## config.mk

```make
export PLATFORM = sky130hd
export DESIGN_NAME = wfkp_ram
export DESIGN_NICKNAME = d
export VERILOG_FILES = /design/src/rtl/weighted_fifo_keyed_pool_assert.svh /design/src/rtl/wfkp_ram.sv
export SDC_FILE = /design/constraint.sdc
export NUM_CORES = 1
export LEC_CHECK = 0
export BUFFER_PORTS_ARGS = -buffer_cell sky130_fd_sc_hd__clkbuf_2
export CAP_MARGIN = 5
export CORE_MARGIN = 5
export CORE_UTILIZATION = 35
export CTS_BUF_LIST = sky130_fd_sc_hd__clkbuf_2
export CTS_CLUSTER_SIZE = 20
export DETAILED_ROUTE_END_ITERATION = 12
export GPL_TIMING_DRIVEN = 0
export PLACE_DENSITY = 0.49
export SETUP_SLACK_MARGIN = 0.02
export SYNTH_ARGS = -nofsm -noshare
export SYNTH_HDL_FRONTEND = slang
export SYNTH_SLANG_ARGS = --single-unit
```

## constraint.sdc

```tcl
create_clock -name clk -period 1.69 [get_ports clk]
set_input_delay 0.0845 -clock clk [delete_from_list [all_inputs] [get_ports clk]]
set_output_delay 0.0845 -clock clk [all_outputs]
set_load 0.05 [all_outputs]
```

## src/rtl/weighted_fifo_keyed_pool_assert.svh

```systemverilog
// ----------------------------------------------------------------------------
// Assertion macros for the weighted FIFO keyed pool
// Shared concurrent-assertion shorthands, clocked on clk, disabled in reset.
// ----------------------------------------------------------------------------
`ifndef WEIGHTED_FIFO_KEYED_POOL_ASSERT_SVH
`define WEIGHTED_FIFO_KEYED_POOL_ASSERT_SVH

// same-cycle implication
`define WFKP_ASSERT_NOW(label, ante, cons, msg) \
	label: assert property (@(posedge clk) disable iff (!arst_n) (ante) |-> (cons)) \
		else $error(msg);

// next-cycle implication
`define WFKP_ASSERT_NEXT(label, ante, cons, msg) \
	label: assert property (@(posedge clk) disable iff (!arst_n) (ante) |=> (cons)) \
		else $error(msg);

`endif

```

## src/rtl/wfkp_ram.sv

```systemverilog
// ----------------------------------------------------------------------------
// wfkp_ram
// Generic single-write, single-read RAM with registered read data.
// ----------------------------------------------------------------------------
module wfkp_ram #(
	parameter int WIDTH = 8,
	parameter int DEPTH = 16
) (
	input  logic                     clk,
	input  logic                     we,
	input  logic [$clog2(DEPTH)-1:0] waddr,
	input  logic [WIDTH-1:0]         wdata,
	input  logic [$clog2(DEPTH)-1:0] raddr,
	output logic [WIDTH-1:0]         rdata
);

	logic [WIDTH-1:0] mem_q [DEPTH];

	always_ff @(posedge clk) begin
		if (we) begin
			mem_q[waddr] <= wdata;
		end
		rdata <= mem_q[raddr];
	end

endmodule

```

# Word-level counts from Yosys, hierarchy flattened
# Memories as Yosys holds them, arrays and structs flattened. A register that Yosys moved wholly into a read port is not among the register bits.
# Cells that the tools add are included.
# totals
regBits,0
ram_bits,128
n_memories,1
# memory_table
name,depth,width,rd,rd_ports_with_merged_regs,wr,line,rtl
mem_q,16,8,1,1,1,wfkp_ram.sv:17,logic [WIDTH-1:0] mem_q [DEPTH];
# op_classes
mux,2
# ops
operator,n
2-to-1 mux 1 bit,2

# Depth between registers and ports, before layout
# logic_depth
ltp_word,2
mapped_depth,5

# Worst setup path before layout
# Ideal clock, no wire load.
# synth_timing
path_type,in2reg
startpoint,input waddr[2]
endpoint,memory mem_q[0][0] (enable)
setup_time_ns,0.383
arrival_time_ns,1.194
t_required_ns,1.307
path_slack_ns,0.113
path_stages,2
path_buffers,0
cell_sequence,or3b_2 -> nor3_1
# synth_lines
element,line,rtl
start: declaration,wfkp_ram.sv:11,"input logic [$clog2(DEPTH)-1:0] waddr,"
end: declaration,wfkp_ram.sv:17,
# Straight into the memory's write port.

==> run metrics <==
detailed-route vias per instance=approximately 5; clock tree from TritonCTS=built; layout overhead on the synthesized area=14.0%; fraction of layout cells with a size suffix above 1=0.272; predominant post-synthesis flop cell=sky130_fd_sc_hd__edfxtp_1; Post-synth EDFFs=between 100 and 150; async set-or-reset flop fraction in the synthesized netlist=0; first-iteration detailed-routing DRC count=226; cell type contributing the most total cell area after synthesis=sky130_fd_sc_hd__edfxtp_1; final setup violation count=0; maximum number of buffers from clock root to sink=2; RSZ-0062 raised after global routing=false; fraction of the yosys area taken by sequential cells=0.778; final-report max-slew violation count=0; cell at the root of the clock tree=sky130_fd_sc_hd__clkbuf_2; status=finished clean; number of antenna violations at the first check in global routing=0; critical path class=input pin to register; Synth warnings=0; NumNets Final=310; Synthesized Nets=about 250; arrival time worst endpoint=approximately 2.1 ns; CTS Sinks=about 140; Max-Slew Margin vs Limit=0.431; commonest cells in the synthesized netlist=sky130_fd_sc_hd__edfxtp_1 (128), sky130_fd_sc_hd__mux4_2 (18), sky130_fd_sc_hd__a22oi_1 (16), sky130_fd_sc_hd__mux4_1 (14), sky130_fd_sc_hd__nor2_1 (13); DIE AREA=around 17,000 sq um; Clock Latency Late Sink=roughly 0.64 ns; site row count=44; Data required, critical path=roughly 2.2 ns; number of maximum-capacitance constraint violations=0; Num CTS Buffers=17; Post-Synthesis Cells=229; max frequency=636 MHz; cell with the most instances after synthesis=sky130_fd_sc_hd__edfxtp_1; largest fanout on the critical path=10; maximum number of pins on one net before global-route repair=17; Final Hold Vio Count=0; Final Worst Setup Slack=about 0.12 ns; share of the synthesized area in the top cell type=0.747; crit start category=input pin; die extent in x=~130 um; skew final=about 0.024 ns; fill cell count=roughly 1,300; Leakage Power=around 2.0 nW; number of diodes added for antenna fixing=0; Die Y-Extent=~130 um; detailed-route via count=between 2,000 and 2,500; routed length per placed instance=21.8 um; cells taking the most area after synthesis=sky130_fd_sc_hd__edfxtp_1 (75%), sky130_fd_sc_hd__mux4_2 (7.9%), sky130_fd_sc_hd__mux4_1 (7.1%); routability-driven placement congestion ratio=roughly 0.81; global-route congestion overflow total=0; num ports=26; final worst-path cycle share=0.930; detailed placer's ending HPWL=roughly 6.8 mm; via count of the first global-routing pass=2,410; first-pass GRT wire length=around 16 mm; H-tree depth=4; DRT antenna net count=0; clock-pin slew reported for the worst setup and hold paths after clock tree synthesis=around 0.18 ns; number of input and output port buffers inserted=24; drt drc=0; worst min path class=input pin to register; power per standard cell area=around 990 nW/um^2; Syn Std Cell Area=roughly 5100 sq um; starting density of the core=0.356; wire length after detailed routing=~11 mm; Cell Count Post-Placement=439; flip-flop and latch count after synthesis=about 140; core box area=around 14,000 sq um; global routing usage summed across all routing layers=0.128; crit path capture type=register; Least-Margin Pin Slew=between 0.8 and 0.9 ns; TritonRoute pass-1 iters=5; Final Critical Period=about 1.6 ns; post-CTS setup buffer count=0; Mean Syn Cell Area=around 22 sq um; setup slack after placement=-0.274 ns; Worst VDD drop=about 1 mV; number of library cell types mapped by synthesis=19; final standard cell count with taps included and fillers excluded=slightly below 500
## state kept, by name, summed over array words and instances (netlist names)
name   flops
mem_q    128
rdata      8
## where the power goes
group          switching, mW  internal (mW)  leakage (nW)
Sequential            0.0183           3.77          1.22
Combinational          0.300          0.174         0.611
Clock                   1.02          0.551         0.127
## through the flow
stage	area, sq um	util	total power, mW	TNS, ns	hold WS, ns
after floorplan	5150	-	4.13	0	0.183
after global placement	5500	0.380	4.30	-12.67	0.561
after detailed placement	5520	0.381	4.31	-4.65	0.569
after CTS	5840	0.404	5.90	0	-0.0163
after global routing	5870	0.405	6.09	0	-0.0366
final	5870	0.405	5.83	0	0.0464
## cell usage in the layout (no fill, tap or decap), types with 3 or more instances in the layout
cell type,instances
sky130_fd_sc_hd__buf_2,5
sky130_fd_sc_hd__buf_6,3
sky130_fd_sc_hd__edfxtp_1,128
sky130_fd_sc_hd__a22oi_1,16
sky130_fd_sc_hd__dfxtp_1,8
sky130_fd_sc_hd__dlygate4sd3_1,17
sky130_fd_sc_hd__nor3_1,3
sky130_fd_sc_hd__mux4_1,14
sky130_fd_sc_hd__mux4_2,18
sky130_fd_sc_hd__clkinv_1,6
sky130_fd_sc_hd__nand2_1,9
sky130_fd_sc_hd__clkdlybuf4s25_2,3
sky130_fd_sc_hd__nor2_1,13
sky130_fd_sc_hd__clkbuf_2,49
## layout make-up
type / count / area, sq um / area share
plain buffers: 10 / 86.3 / 0.0147
clock buffers: 25 / 125 / 0.0213
clock inverters: 7 / 52.6 / 0.00896
multi-input cells: 83 / 1060 / 0.181
flip-flops and latches: 136 / 4000 / 0.682
well taps: 184 / 230 / 0.0392
repair buffers: 44 / 308 / 0.0525
## worst paths after layout
path,startpoint,endpoint,slack (ns),cells after the start
worst max-delay path,raddr[0],rdata[3],0.12,6
worst min-delay path,waddr[2],mem_q[4][1],0.05,3
worst max register to register,mem_q[10][3],rdata[3],0.12,3
worst min register to register,mem_q[12][5],rdata[5],0.68,3
## worst max-delay path, cell delays in order
cell	delay (ns)
sky130_fd_sc_hd__dlygate4sd3_1	0.54
sky130_fd_sc_hd__buf_6	0.13
sky130_fd_sc_hd__buf_6	0.19
sky130_fd_sc_hd__mux4_1	0.62
sky130_fd_sc_hd__a22oi_1	0.37
sky130_fd_sc_hd__nand2_1	0.13
## what timing repair did
item                                   4_1_cts  5_1_grt
endpoints found under the hold margin      155       16
resized for setup                            0        0
hold buffers                                15        2
setup endpoints to repair                    0        0
## kinds of logic after synthesis
| family | synth area share |
|---|---|
| flops | 0.778 |
| simple gates | 0.0318 |
| mux | 0.150 |
| compound gates | 0.0233 |
| buf+inv | 0.0168 |
## layer usage
metal	GRT usage	vias up	wire, um
met2	0.187	91	4940
met3	0.0508	9	791
li1	-	1098	-
met5	0	-	0
met1	0.178	1257	4800
met4	0.0377	0	142
(Power assumes the default switching activity.)
