`src/rtl/weighted_fifo_keyed_pool_assert.svh`:
```
// ----------------------------------------------------------------------------
// Assertion macros for the weighted FIFO keyed pool
// Shared concurrent-assertion shorthands, clocked on clk, disabled in reset.
// ----------------------------------------------------------------------------
`ifndef WEIGHTED_FIFO_KEYED_POOL_ASSERT_SVH
`define WEIGHTED_FIFO_KEYED_POOL_ASSERT_SVH

// same-cycle implication
`define WFKP_ASSERT_NOW(label, ante, cons, msg) \
	label: assert property (@(posedge clk) disable iff (!arst_n) (ante) |-> (cons)) \
		else $error(msg);

// next-cycle implication
`define WFKP_ASSERT_NEXT(label, ante, cons, msg) \
	label: assert property (@(posedge clk) disable iff (!arst_n) (ante) |=> (cons)) \
		else $error(msg);

`endif

```
`src/rtl/wfkp_pkg.sv`:
```
// ----------------------------------------------------------------------------
// wfkp_pkg
// Types and constants of the weighted FIFO keyed pool.
// ----------------------------------------------------------------------------
package wfkp_pkg;

	// DEPTH must be a power of two (circular addressing wraps by mask)
	localparam int DEPTH    = 64;
	localparam int KEY_BITS = 64;
	localparam int ADDR_W   = $clog2(DEPTH);
	localparam int CNT_W    = $clog2(DEPTH + 1);

	localparam logic [15:0] WEIGHT_LIMIT_RST = 16'd4096;

	localparam logic [1:0] MODE_ADD    = 2'd0;
	localparam logic [1:0] MODE_REMOVE = 2'd1;
	localparam logic [1:0] MODE_LOOKUP = 2'd2;
	localparam logic [1:0] MODE_NOP    = 2'd3;

	typedef struct packed {
		logic [1:0]  mode;
		logic [63:0] entry_key;
		logic [9:0]  entry_weight;
		logic [15:0] entry_handle;
	} wfkp_req_t;

	typedef struct packed {
		logic        success;
		logic [15:0] found_handle;
		logic [9:0]  found_weight;
		logic [6:0]  evicted_count;
		logic [6:0]  entry_count;
		logic [16:0] total_weight;
	} wfkp_rsp_t;

	typedef struct packed {
		logic [KEY_BITS-1:0] key;
		logic [9:0]          weight;
		logic [15:0]         handle;
	} wfkp_entry_t;

	localparam int ENTRY_W = $bits(wfkp_entry_t);

	typedef struct packed {
		logic              we;
		logic [ADDR_W-1:0] waddr;
		wfkp_entry_t       wdata;
	} wfkp_wr_t;

endpackage

```
`src/rtl/wfkp_ctrl.sv`:
```
// ----------------------------------------------------------------------------
// wfkp_ctrl
// Sequencer for the pool: key scan, append, oldest-first eviction, compaction.
// Entries sit in the RAM in age order from a circular head pointer.
// ----------------------------------------------------------------------------
`include "weighted_fifo_keyed_pool_assert.svh"

module wfkp_ctrl (
	input  logic                         clk,
	input  logic                         arst_n,
	input  logic                         req_valid,
	output logic                         req_ready,
	input  wfkp_pkg::wfkp_req_t          req,
	output logic                         rsp_valid,
	input  logic                         rsp_ready,
	output wfkp_pkg::wfkp_rsp_t          rsp,
	input  logic [15:0]                  weight_limit,
	output wfkp_pkg::wfkp_wr_t           ram_wr,
	output logic [wfkp_pkg::ADDR_W-1:0]  ram_raddr,
	input  wfkp_pkg::wfkp_entry_t        ram_rdata
);
	import wfkp_pkg::*;

	typedef enum logic [8:0] {
		ST_IDLE   = 9'b000000001,
		ST_SEARCH = 9'b000000010,
		ST_EVRD   = 9'b000000100,
		ST_EVSUB  = 9'b000001000,
		ST_APPEND = 9'b000010000,
		ST_TRIM   = 9'b000100000,
		ST_SHRD   = 9'b001000000,
		ST_SHWR   = 9'b010000000,
		ST_DONE   = 9'b100000000
	} state_t;

	state_t            state_q;
	wfkp_req_t         req_q;
	logic [ADDR_W-1:0] head_q;
	logic [CNT_W-1:0]  count_q;
	logic [16:0]       total_q;
	logic [CNT_W-1:0]  idx_q;
	logic [CNT_W-1:0]  cmp_pos_q;
	logic              cmp_vld_q;
	logic [CNT_W-1:0]  pos_q;
	logic              appended_q;
	logic [6:0]        evicted_q;
	logic              success_q;
	logic [15:0]       fh_q;
	logic [9:0]        fw_q;
	logic              rsp_valid_q;
	wfkp_rsp_t         rsp_q;

	logic              hit;
	logic              scan_end;
	logic [CNT_W-1:0]  pos_nx;

	assign hit      = cmp_vld_q && (ram_rdata.key == req_q.entry_key[KEY_BITS-1:0]);
	assign scan_end = !hit && (idx_q >= count_q);
	assign pos_nx   = pos_q + 1'b1;

	always_comb begin
		ram_raddr = head_q + idx_q[ADDR_W-1:0];
		ram_wr    = '0;
		unique case (state_q)
			ST_EVRD: ram_raddr = head_q;
			ST_SHRD: ram_raddr = head_q + pos_nx[ADDR_W-1:0];
			default: ;
		endcase
		if (state_q == ST_APPEND) begin
			ram_wr.we     = 1'b1;
			ram_wr.waddr  = head_q + count_q[ADDR_W-1:0];
			ram_wr.wdata  = '{key: req_q.entry_key[KEY_BITS-1:0],
				weight: req_q.entry_weight, handle: req_q.entry_handle};
		end else if (state_q == ST_SHWR) begin
			ram_wr.we    = 1'b1;
			ram_wr.waddr = head_q + pos_q[ADDR_W-1:0];
			ram_wr.wdata = ram_rdata;
		end
	end

	always_ff @(posedge clk or negedge arst_n) begin
		if (!arst_n) begin
			state_q     <= ST_IDLE;
			head_q      <= '0;
			count_q     <= '0;
			total_q     <= '0;
			idx_q       <= '0;
			cmp_pos_q   <= '0;
			cmp_vld_q   <= 1'b0;
			pos_q       <= '0;
			appended_q  <= 1'b0;
			evicted_q   <= '0;
			success_q   <= 1'b0;
			fh_q        <= '0;
			fw_q        <= '0;
			rsp_valid_q <= 1'b0;
		end else begin
			// output register: loads a new beat or drains the accepted one
			if (state_q == ST_DONE && (!rsp_valid_q || rsp_ready)) begin
				rsp_valid_q <= 1'b1;
			end else if (rsp_valid_q && rsp_ready) begin
				rsp_valid_q <= 1'b0;
			end
			unique case (state_q)
				ST_IDLE: begin
					if (req_valid) begin
						idx_q      <= '0;
						cmp_vld_q  <= 1'b0;
						appended_q <= 1'b0;
						evicted_q  <= '0;
						success_q  <= 1'b0;
						fh_q       <= '0;
						fw_q       <= '0;
						state_q    <= (req.mode == MODE_NOP) ? ST_DONE : ST_SEARCH;
					end
				end
				ST_SEARCH: begin
					if (hit) begin
						cmp_vld_q <= 1'b0;
						if (req_q.mode == MODE_REMOVE) begin
							total_q <= total_q - {7'd0, ram_rdata.weight};
							pos_q   <= cmp_pos_q;
							state_q <= ST_SHRD;
						end else if (req_q.mode == MODE_LOOKUP) begin
							success_q <= 1'b1;
							fh_q      <= ram_rdata.handle;
							fw_q      <= ram_rdata.weight;
							state_q   <= ST_DONE;
						end else begin
							state_q <= ST_DONE;   // duplicate add
						end
					end else if (scan_end) begin
						cmp_vld_q <= 1'b0;
						if (req_q.mode == MODE_ADD) begin
							state_q <= (count_q == CNT_W'(DEPTH)) ? ST_EVRD : ST_APPEND;
						end else begin
							state_q <= ST_DONE;
						end
					end else begin
						cmp_pos_q <= idx_q;
						cmp_vld_q <= 1'b1;
						idx_q     <= idx_q + 1'b1;
					end
				end
				ST_EVRD: state_q <= ST_EVSUB;
				ST_EVSUB: begin
					total_q   <= total_q - {7'd0, ram_rdata.weight};
					head_q    <= head_q + 1'b1;
					count_q   <= count_q - 1'b1;
					evicted_q <= evicted_q + 1'b1;
					state_q   <= appended_q ? ST_TRIM : ST_APPEND;
				end
				ST_APPEND: begin
					count_q    <= count_q + 1'b1;
					total_q    <= total_q + {7'd0, req_q.entry_weight};
					appended_q <= 1'b1;
					state_q    <= ST_TRIM;
				end
				ST_TRIM: begin
					if (total_q > {1'b0, weight_limit} && count_q != '0) begin
						state_q <= ST_EVRD;
					end else begin
						success_q <= 1'b1;
						state_q   <= ST_DONE;
					end
				end
				ST_SHRD: begin
					if (pos_nx < count_q) begin
						state_q <= ST_SHWR;
					end else begin
						count_q   <= count_q - 1'b1;
						success_q <= 1'b1;
						state_q   <= ST_DONE;
					end
				end
				ST_SHWR: begin
					pos_q   <= pos_nx;
					state_q <= ST_SHRD;
				end
				ST_DONE: begin
					if (!rsp_valid_q || rsp_ready) begin
						state_q <= ST_IDLE;
					end
				end
				default: state_q <= ST_IDLE;
			endcase
		end
	end

	// payload registers
	always_ff @(posedge clk) begin
		if (state_q == ST_IDLE && req_valid) begin
			req_q <= req;
		end
		if (state_q == ST_DONE && (!rsp_valid_q || rsp_ready)) begin
			rsp_q.success       <= success_q;
			rsp_q.found_handle  <= fh_q;
			rsp_q.found_weight  <= fw_q;
			rsp_q.evicted_count <= evicted_q;
			rsp_q.entry_count   <= 7'(count_q);
			rsp_q.total_weight  <= total_q;
		end
	end

	assign req_ready = (state_q == ST_IDLE);
	assign rsp_valid = rsp_valid_q;
	assign rsp       = rsp_q;

	`WFKP_ASSERT_NOW(a_count_max, 1'b1, count_q <= CNT_W'(DEPTH),
		"entry count above depth")
	`WFKP_ASSERT_NOW(a_empty_total, count_q == '0, total_q == '0,
		"empty pool with nonzero total")
	`WFKP_ASSERT_NOW(a_trim_done, state_q == ST_TRIM && success_q == 1'b0 &&
		!(total_q > {1'b0, weight_limit} && count_q != '0) && appended_q,
		total_q <= {1'b0, weight_limit} || count_q == '0, "trim left total above limit")
	`WFKP_ASSERT_NEXT(a_evict_add_only, state_q == ST_DONE && req_q.mode != MODE_ADD,
		evicted_q == '0, "eviction outside an add")

endmodule

```
`config.mk`:
```
export PLATFORM = sky130hd
export DESIGN_NAME = wfkp_ctrl
export DESIGN_NICKNAME = d
export VERILOG_FILES = /design/src/rtl/wfkp_pkg.sv /design/src/rtl/wfkp_ctrl.sv
export VERILOG_INCLUDE_DIRS = /design/src /design/src/rtl
export SDC_FILE = /design/constraint.sdc
export NUM_CORES = 1
export LEC_CHECK = 0
export BUFFER_PORTS_ARGS = -buffer_cell sky130_fd_sc_hd__buf_2
export CORE_MARGIN = 1.5
export CORE_UTILIZATION = 38
export CTS_CLUSTER_DIAMETER = 60
export DETAILED_ROUTE_END_ITERATION = 12
export PLACE_DENSITY_LB_ADDON = 0.08
export SYNTH_ARGS = -nofsm -noshare
export SYNTH_HDL_FRONTEND = slang
export SYNTH_SLANG_ARGS = --single-unit
```
`constraint.sdc`:
```
create_clock -name clk -period 6.7 [get_ports clk]
set_clock_uncertainty 0.1 [all_clocks]
set_input_delay 0.335 -clock clk [delete_from_list [all_inputs] [get_ports clk]]
set_output_delay 0.335 -clock clk [all_outputs]
set_load 0.005 [all_outputs]
```
# --- After elaboration in Yosys (flattened, before gate mapping) ---
# Index checks and enable logic that the tools add are counted.
totals:
  reg_bits: 247
  output_inout_bits: 163
  wordCells: 147
  inputBits: 202
op_classes:
  muxes: 51
  addsub: 12
  n_eq_ne: 25
  bitwise: 2
  order_cmp: 3
  n_reduce_logical: 30
op_table:
  columns: ["operator", "n"]
  rows:
  - ["$mux 97", 2]
  - ["$mux 9", 9]
  - ["$pmux 9 s9", 1]
  - ["$eq 64x64->1", 1]
  - ["$mux 16", 4]
  - ["$pmux 17 s3", 1]
  - ["$mux 7", 6]
  - ["$pmux 7 s2", 3]
  - ["$mux 10", 4]
  - ["$mux 17", 2]
  - ["$pmux 16 s2", 1]
  - ["$add 7x1->7 const B", 4]
  - ["$add 6x6->6", 4]
  - ["$pmux 7 s3", 1]
  - ["$pmux 10 s2", 1]
  - ["$ne 2x2->1 const B", 9]
  - ["$add 17x10->17", 1]
  - ["$gt 17x16->1", 1]
  - ["$sub 17x10->17", 1]
  - ["$pmux 6 s2", 1]
  - ["$reduce_and 3->1", 4]
  - ["$mux 1", 10]
  - ["$reduce_bool 2->1", 5]
  - ["$eq 9x1->1 const B", 1]
  - ["other kinds (33)", 46]

# --- Longest topological paths before layout ---
# Gate-level depths: netlist (run 1).
depth:
  depth_word: 7
  mapped_depth: 19
  ltp_nobuf: 17

# --- Worst setup path after synthesis (run 1) ---
# Ideal clock, no wire load.
synth_timing:
  kind: "flip-flop to flip-flop"
  from: "register state_q[4]"
  to: "register req_q[0] (netlist bit) (enable)"
  synth_period_minus_slack_ps: 5072
  path_stages_with_launch: 8
  setup_ps: 493
  arrival_time_ps: 4479
  setup_slack_ps: 1628
  t_required_ps: 6107
  cell_sequence: "dfrtp_1 -> nor4_1 -> nor2b_1 -> and4b_1 -> clkbuf_1 -> nand2_1 -> inv_1 -> clkbuf_1"
synth_via:
  elab_chain_cells: 2
synth_rtl:
  columns: ["element", "line", "source"]
  rows:
  - ["start: declaration", "wfkp_ctrl.sv:36", "state_t state_q;"]
  - ["start signal: assignment", "wfkp_ctrl.sv:114", "state_q <= (req.mode == MODE_NOP) ? ST_DONE : ST_SEARCH;"]
  - ["start signal: assignment", "wfkp_ctrl.sv:135", "state_q <= (count_q == CNT_W'(DEPTH)) ? ST_EVRD : ST_APPEND;"]
  - ["start signal: assignment", "wfkp_ctrl.sv:151", "state_q <= appended_q ? ST_TRIM : ST_APPEND;"]
  - ["$eq 9x1->1", null, null]
  - ["named net req_ready", "wfkp_ctrl.sv:12", "output logic req_ready,"]
  - ["$logic_and 1x1->1", "wfkp_ctrl.sv:192", "if (state_q == ST_IDLE && req_valid) begin"]
  - ["end signal: assignment", "wfkp_ctrl.sv:193", "req_q <= req;"]
  - ["end: declaration", "wfkp_ctrl.sv:37", "wfkp_req_t req_q;"]
# The timed path passes the listed nets, and every way through them passes these cells.
# A chain may end at the register's enable or synchronous reset.

# --- Worst setup path after layout (run 1) ---
layout_timing:
  from: "register state_q[5]"
  to: "register total_q[16]"
layout_via:
  elab_chain_cells: 3
  elab_cells_between_ends: 8
layout_rtl:
  columns: ["element", "line", "source"]
  rows:
  - ["$eq 9x2->1 (tied with other cells)", "wfkp_ctrl.sv:104", "unique case (state_q)"]
  - ["$ne 2x2->1 (no source line) or $reduce_bool 3->1 (tied branches)", null, null]
  - ["$reduce_and 3->1 (no source line)", null, null]
  - ["end signal: assignment", "wfkp_ctrl.sv:121", "total_q <= total_q - {7'd0, ram_rdata.weight};"]
  - ["end signal: assignment", "wfkp_ctrl.sv:147", "total_q <= total_q - {7'd0, ram_rdata.weight};"]
  - ["end signal: assignment", "wfkp_ctrl.sv:155", "total_q <= total_q + {7'd0, req_q.entry_weight};"]
  - ["end: declaration", "wfkp_ctrl.sv:40", "logic [16:0] total_q;"]
# Parallel ways exist; a longest one is shown, timed or not.

==> flow_summary.ini, run 1 <==
[setup_path]
setup.worst_path.start = state_q[5]$_DFFE_PN0P_
r2r_setup_slack_ns = 2.02
required_ns = 7.07
critPathMaxFanout = 94
critPathArrivalTime_ns = 5.06
setup.worst_path.start_class = flip-flop
end_kind = flip-flop
worst-setup-path-type = reg -> reg
rr_worst_depth = 13
r2r_start = state_q[5]$_DFFE_PN0P_
critPathCapture = total_q[16]$_DFFE_PN0P_
worstReg2RegEnd = total_q[16]$_DFFE_PN0P_

[synth]
ys_warn_count = 0
synthCells = 1149
ys_seq_area_share_pct = 53.2
synth_edf_count = 150
synth_ff_type = edfxtp_1
syn_nets = 1426
ys_ff_latch = 247
synth_cell_types = 67
synth-async-reset-ratio_pct = 39.3
avgSynthCellArea_um2 = 11.4
synthesis.area_mm2 = 0.0130

[floorplan]
fp-row-count = 67
initial_utilization_pct = 38.7
dieHeight_um = 188
io_pins = 365
core_area_mm2 = 0.0337
die_x_um = 188
dieArea_mm2 = 0.0354

[placed_design]
port_buffers = 364
place.detailed.hpwl_um = 28800
place.gp.congestion = 0.872

[clocking]
cts_resized = 0
cts_tree = yes
clockRootBuffer = clkbuf_16
cts_made_buffers = 31
clkSlewWorstSetupHoldPaths_ns = 0.06
worst_skew_pair.late_latency_ns = 0.58
htreeDepth = 1
cts.path.max_buffers = 3
cts.sinks = 247

[sta]
finalMaxSlewViolations = 0
fin_crit_sh_pct = 69.9
relSlewSlack_pct = 23.4
hold_violations = 0
tns_ns = 0
finalHoldWorstSlack_ns = 0.0327
grt_setup_unrepaired = false
worstMarginPinSlew_ns = 1.12
setup_viol = 0
timing.fmax_mhz = 214
fin_crit_ns = 4.68

[routing]
routed_wl_um = 39900
ant_nets = 0
via_per_inst = 5.10
dr.pass1.iters = 5
vias = 10700
routedWlPerCell_um = 18.9
route.detailed.drc = 0
drt-initial-drc-count = 661

[global_routing]
grt_pass1_vias = 10600
grt_pass1_wl_um = 60200
globalRouteMet2Util_pct = 35.5
antenna_found_initial = 4
grt_max_degree = 96
met3_usage_pct = 3.17
grt_remaining_overflow = 0
busiest_layer = met2
met1_usage_pct = 30.6
grt_usage_pct = 21.8

[power]
clock_power_share_pct = 31.7
p_leak_nw = 8.03
irDropWorstVdd_mv = 0.218
sequentialPowerShare_pct = 40.9
power.internal_mw = 3.55
finalPower_mw = 5.24
comb_power_share_pct = 27.5
powerDensity_mw_per_mm2 = 299
p_sw_mw = 1.69
swShare_pct = 32.2

[finish]
syn2layout_area_growth_pct = 34.6
drive_gt1_share_pct = 27.6
nFillCells = 3102
nets = 1905

[run_status]
outcome = finished clean

[flow_run]
drv_cap = 0

[worst_hold_path]
hold_path_class = in -> reg
## critical path: stages, from the launching register on
cell and delay [ns]:
dfrtp_1 0.45, or4_4 0.56, nor2_1 0.17, and3_4 0.31, buf_4 0.83, o21ai_0 0.24, ha_1 0.39, a21o_1 0.17
a21oi_1 0.15, a21boi_1 0.32, o21ai_0 0.20, nand4_1 0.13, or3b_1 0.34, a31o_1 0.19
## cells in the mapped netlist, types with 15 or more instances
cell type    n  area share [%]
a21o_1      27             1.6
a21oi_1     39             1.5
a22o_1      81             5.4
clkbuf_1    39             1.1
dfrtp_1     96              18
edfxtp_1   150              35
ha_1        70             6.7
inv_1       57             1.6
mux2_2      15             1.3
nand2_1    107             3.1
nand3_1     51             2.0
nand4_1     29             1.4
nor2_1      44             1.3
o21ai_0     82             3.1
xnor2_1     89             6.0
xor2_1      36             2.4
## metrics by stage
stage,instance area (um^2),util [%],setup WS [ns],cells
floorplan,13000,-,1.63,1149
global placement,15400,45.6,2.10,1927
detailed placement,15400,45.6,2.04,1927
CTS,17500,52.1,2.03,2101
global route,17600,52.1,1.58,2105
finish,17600,52.1,2.02,2105
## flip-flops by register name, summed over array words and instances, names as in the netlist
signal      count
count_q         7
pos_q           7
fw_q           10
cmp_pos_q       7
evicted_q       7
cmp_vld_q       1
total_q        17
success_q       1
appended_q      1
rsp_valid       1
fh_q           16
rsp            58
state_q         9
idx_q           7
head_q          6
req_q          92
## routing by layer
metal,vias up,routed length [um]
met3,59,1920
met5,-,0
li1,5204,-
met2,308,18400
met4,0,951
met1,5165,18600
## cell type report
type / count / area [um^2] / area share (%)
Inverter: 57 / 216 / 1.23
Clock inverter: 16 / 135 / 0.770
Timing Repair Buffer: 489 / 3050 / 17.4
Antenna cell: 4 / 10.0 / 0.0570
Multi-Input combinational cell: 802 / 5750 / 32.8
Tap cell: 448 / 561 / 3.19
Clock buffer: 42 / 897 / 5.11
Sequential cell: 247 / 6930 / 39.5
## repair_timing
action                                  in CTS  in global routing
hold buffers                               116                  0
setup buffers                                0                  0
endpoints found under the setup margin       0                  0
endpoints found under the hold margin      167                  0
## worst min-delay path by stage
stage	cells past startpoint	from	end
finish	3	ram_rdata[24]	fw_q[8]$_DFFE_PN0P_
global route	3	ram_rdata[23]	fw_q[7]$_DFFE_PN0P_
CTS	3	ram_rdata[23]	fw_q[7]$_DFFE_PN0P_
detailed placement	0	fh_q[15]$_DFFE_PN0P_	rsp[56]$_DFFE_PP_
global placement	0	fh_q[3]$_DFFE_PN0P_	rsp[44]$_DFFE_PP_
floorplan	0	arst_n	appended_q$_DFFE_PN0P_
## logic make-up (layout without fill, tap and decap cells)
logic type / count (synthesis) / count (layout) / synth area share (%)
AOI/OAI and AO/OA: 264 / 264 / 13.7
xor gates and xnor gates: 125 / 125 / 8.39
adders and majority gates: 75 / 75 / 7.48
buffers and inverters: 100 / 604 / 2.95
DFF: 247 / 247 / 53.2
muxes: 25 / 25 / 2.07
other: 0 / 4 / 0
and+or+nand+nor: 313 / 313 / 12.2
## power by group through the flow
stage / Sequential [mW] / Combinational, mW / Clock, mW
after global routing: 2.18 / 1.62 / 1.76
after CTS: 2.15 / 1.45 / 1.70
after floorplan: 2.13 / 0.985 / 0
after global placement: 2.17 / 1.36 / 0
after detailed placement: 2.17 / 1.38 / 0
final: 2.14 / 1.44 / 1.66
## cell usage in the layout, fill, tap and decap left out, types with 9 or more instances in the layout
master,Yosys,routed
inv_1,57,56
mux2i_1,9,9
a21oi_1,39,39
ha_1,70,70
nor3_1,11,10
nor4_1,12,11
and3_1,11,10
buf_2,2,363
buf_4,0,10
o21ai_0,82,82
a22o_1,81,81
dfrtp_1,96,96
xnor2_1,89,89
nand2b_1,11,11
xor2_1,36,36
nand2_1,107,107
nand3_1,51,51
a21o_1,27,27
dlygate4sd3_1,0,116
nand4_1,29,29
nor2_1,44,44
edfxtp_1,150,150
mux2_2,15,15
clkbuf_16,0,31
Power figures use the tool's default switching activity.
==> run 2: changes to the inputs <==
==> constraint.sdc (replaced) <==
create_clock -name clk -period 4.6 [get_ports clk]
set_clock_uncertainty 0.1 [all_clocks]
set_input_delay 0.23 -clock clk [delete_from_list [all_inputs] [get_ports clk]]
set_output_delay 0.23 -clock clk [all_outputs]
set_load 0.005 [all_outputs]
==> flow_summary.ini, run 2 (same netlist as run 1, synthesis figures left out) <==
[clocking]
cts_resized = 0
cts.sinks = 247
clockRootBuffer = clkbuf_16
cts_made_buffers = 34
post-cts-setup-buffer-count = 0
htreeDepth = 2
cts_tree = yes
cts.path.max_buffers = 3
postCtsHoldBufs = 120
worst_skew_pair.late_latency_ns = 0.52
clkSlewWorstSetupHoldPaths_ns = 0.05

[setup_path]
end_kind = flip-flop
crit_path_max_incr_delay_ns = 0.58
critPathArrivalTime_ns = 4.56
required_ns = 4.89
path_common_cell = o21ai_0
r2r_setup_slack_ns = 0.33
setup.worst_path.start_class = flip-flop
cp_cell_sequence = or4_4, nor2_1, and3_4, buf_4, o21ai_0, ha_1, o21a_1, o31a_1, o41a_1, a21boi_1, o21ai_0, nand4_1, or3b_1, a31o_1
cpMaxStageDelayCell = or4_4
worst-setup-path-type = reg -> reg
critPathMaxFanout = 28

[power]
irDropWorstVdd_mv = 0.336
powerDensity_mw_per_mm2 = 444
p_leak_nw = 8.15

[floorplan]
die_x_um = 188
initial_utilization_pct = 38.7
fp-row-count = 67
io_pins = 365
dieHeight_um = 188
dieArea_mm2 = 0.0354
core_area_mm2 = 0.0337

[global_routing]
antenna_found_initial = 5
grt_usage_pct = 21.7
grt_max_degree = 74
grt_pass1_vias = 10600
grt_pass1_wl_um = 59900
grt_remaining_overflow = 0

[run_status]
outcome = finished clean

[sta]
hold_violations = 0
tns_ns = 0
setup_viol = 0
relSlewSlack_pct = 37.1
fin_crit_sh_pct = 92.8
worstMarginPinSlew_ns = 0.937
timing.fmax_mhz = 234
fin_crit_ns = 4.27
finalMaxSlewViolations = 0
grt_setup_unrepaired = false

[routing]
routedWlPerCell_um = 18.6
dr.pass1.iters = 5
via_per_inst = 5.08
drt-initial-drc-count = 513
vias = 10800
routed_wl_um = 39500
ant_nets = 0
route.detailed.drc = 0

[finish]
final_common_cell = buf_2
final_cell_mix = buf_2 (363), edfxtp_1 (150), dlygate4sd3_1 (120), nand2_1 (107), dfrtp_1 (96)
nets = 1918
layoutNonFillerInstCount = 2120
syn2layout_area_growth_pct = 36.5
design_area_mm2 = 0.0178
top_register = req_q
drive_gt1_share_pct = 28.2
largest_reg_flops = 92

[placed_design]
dp.cells = 1933
post_dp_cell_area_mm2 = 0.0154
place.gp.congestion = 0.858
place.detailed.hpwl_um = 29100
port_buffers = 364

[worst_hold_path]
hold_path_class = in -> reg

[flow_run]
drv_cap = 0
==> run 2: cell count changes in the layout (fill, tap and decap cells not counted), moves of 2 or more <==
cell	before	now
clkinv_1	5	1
clkbuf_8	8	6
buf_4	10	14
inv_6	0	6
bufinv_16	1	3
clkbuf_16	31	34
dlygate4sd3_1	116	120
buf_12	0	2
clkinvlp_4	3	1
==> run 2: metrics by stage <==
| step | power, mW | setup slack, ns | util, % | hold WS (ns) |
|---|---|---|---|---|
| after floorplan | 4.52 | 0.170 | - | -0.166 |
| after global placement | 5.15 | 0.496 | 45.8 | 0.251 |
| after detailed placement | 5.19 | 0.369 | 45.8 | 0.252 |
| after CTS | 7.99 | 0.336 | 52.8 | 0.0158 |
| after global routing | 8.36 | 0.110 | 52.8 | 0.0381 |
| final | 7.90 | 0.332 | 52.8 | 0.0344 |
==> run 2: area by class of cell <==
cell class              count  area (um^2)
fillers                  3071        15900
flip-flops and latches    247         6930
multi-input cells         802         5750
repair buffers            499         3160
clock buffers              44          948
well taps                 448          561
inverters                  57          216
clock inverters            18          215
diodes                      5         12.5
==> run 2: per-layer routing <==
metal,vias up,share of wire [%],track usage [%],routed length [um]
met2,308,48,35.9,18800
li1,5238,-,-,-
met5,-,0,0,0
met1,5157,45,29.7,17900
met4,0,2.2,5.66,876
met3,59,5.0,3.26,1970
==> run 2: worst paths after layout <==
kind | start | end | cells after the start
setup / recovery | state_q[2]$_DFFE_PN0P_ | total_q[16]$_DFFE_PN0P_ | 14
hold / removal | req_valid | state_q[0]$_DFFE_PN1P_ | 3
setup reg to reg | state_q[2]$_DFFE_PN0P_ | total_q[16]$_DFFE_PN0P_ | 14
hold reg to reg | fh_q[0]$_DFFE_PN0P_ | rsp[41]$_DFFE_PP_ | 0
max in group asynchronous | arst_n | total_q[16]$_DFFE_PN0P_ | 3
min in group asynchronous | arst_n | pos_q[0]$_DFFE_PN0P_ | 2
==> run 2: report_power, final <==
group          switching [mW]  internal, mW  leakage [nW]
Clock                    1.02          1.65         0.572
Combinational            1.17         0.936          4.85
Sequential              0.289          2.83          2.73
==> run 2: worst max-delay path, delay by kind of cell (launching register included) <==
kind	cells	cell delay, ns
compound gates	7	1.50
buf+inv	1	0.29
flops	1	0.43
simple gates	5	1.51
fa+ha+maj	1	0.34
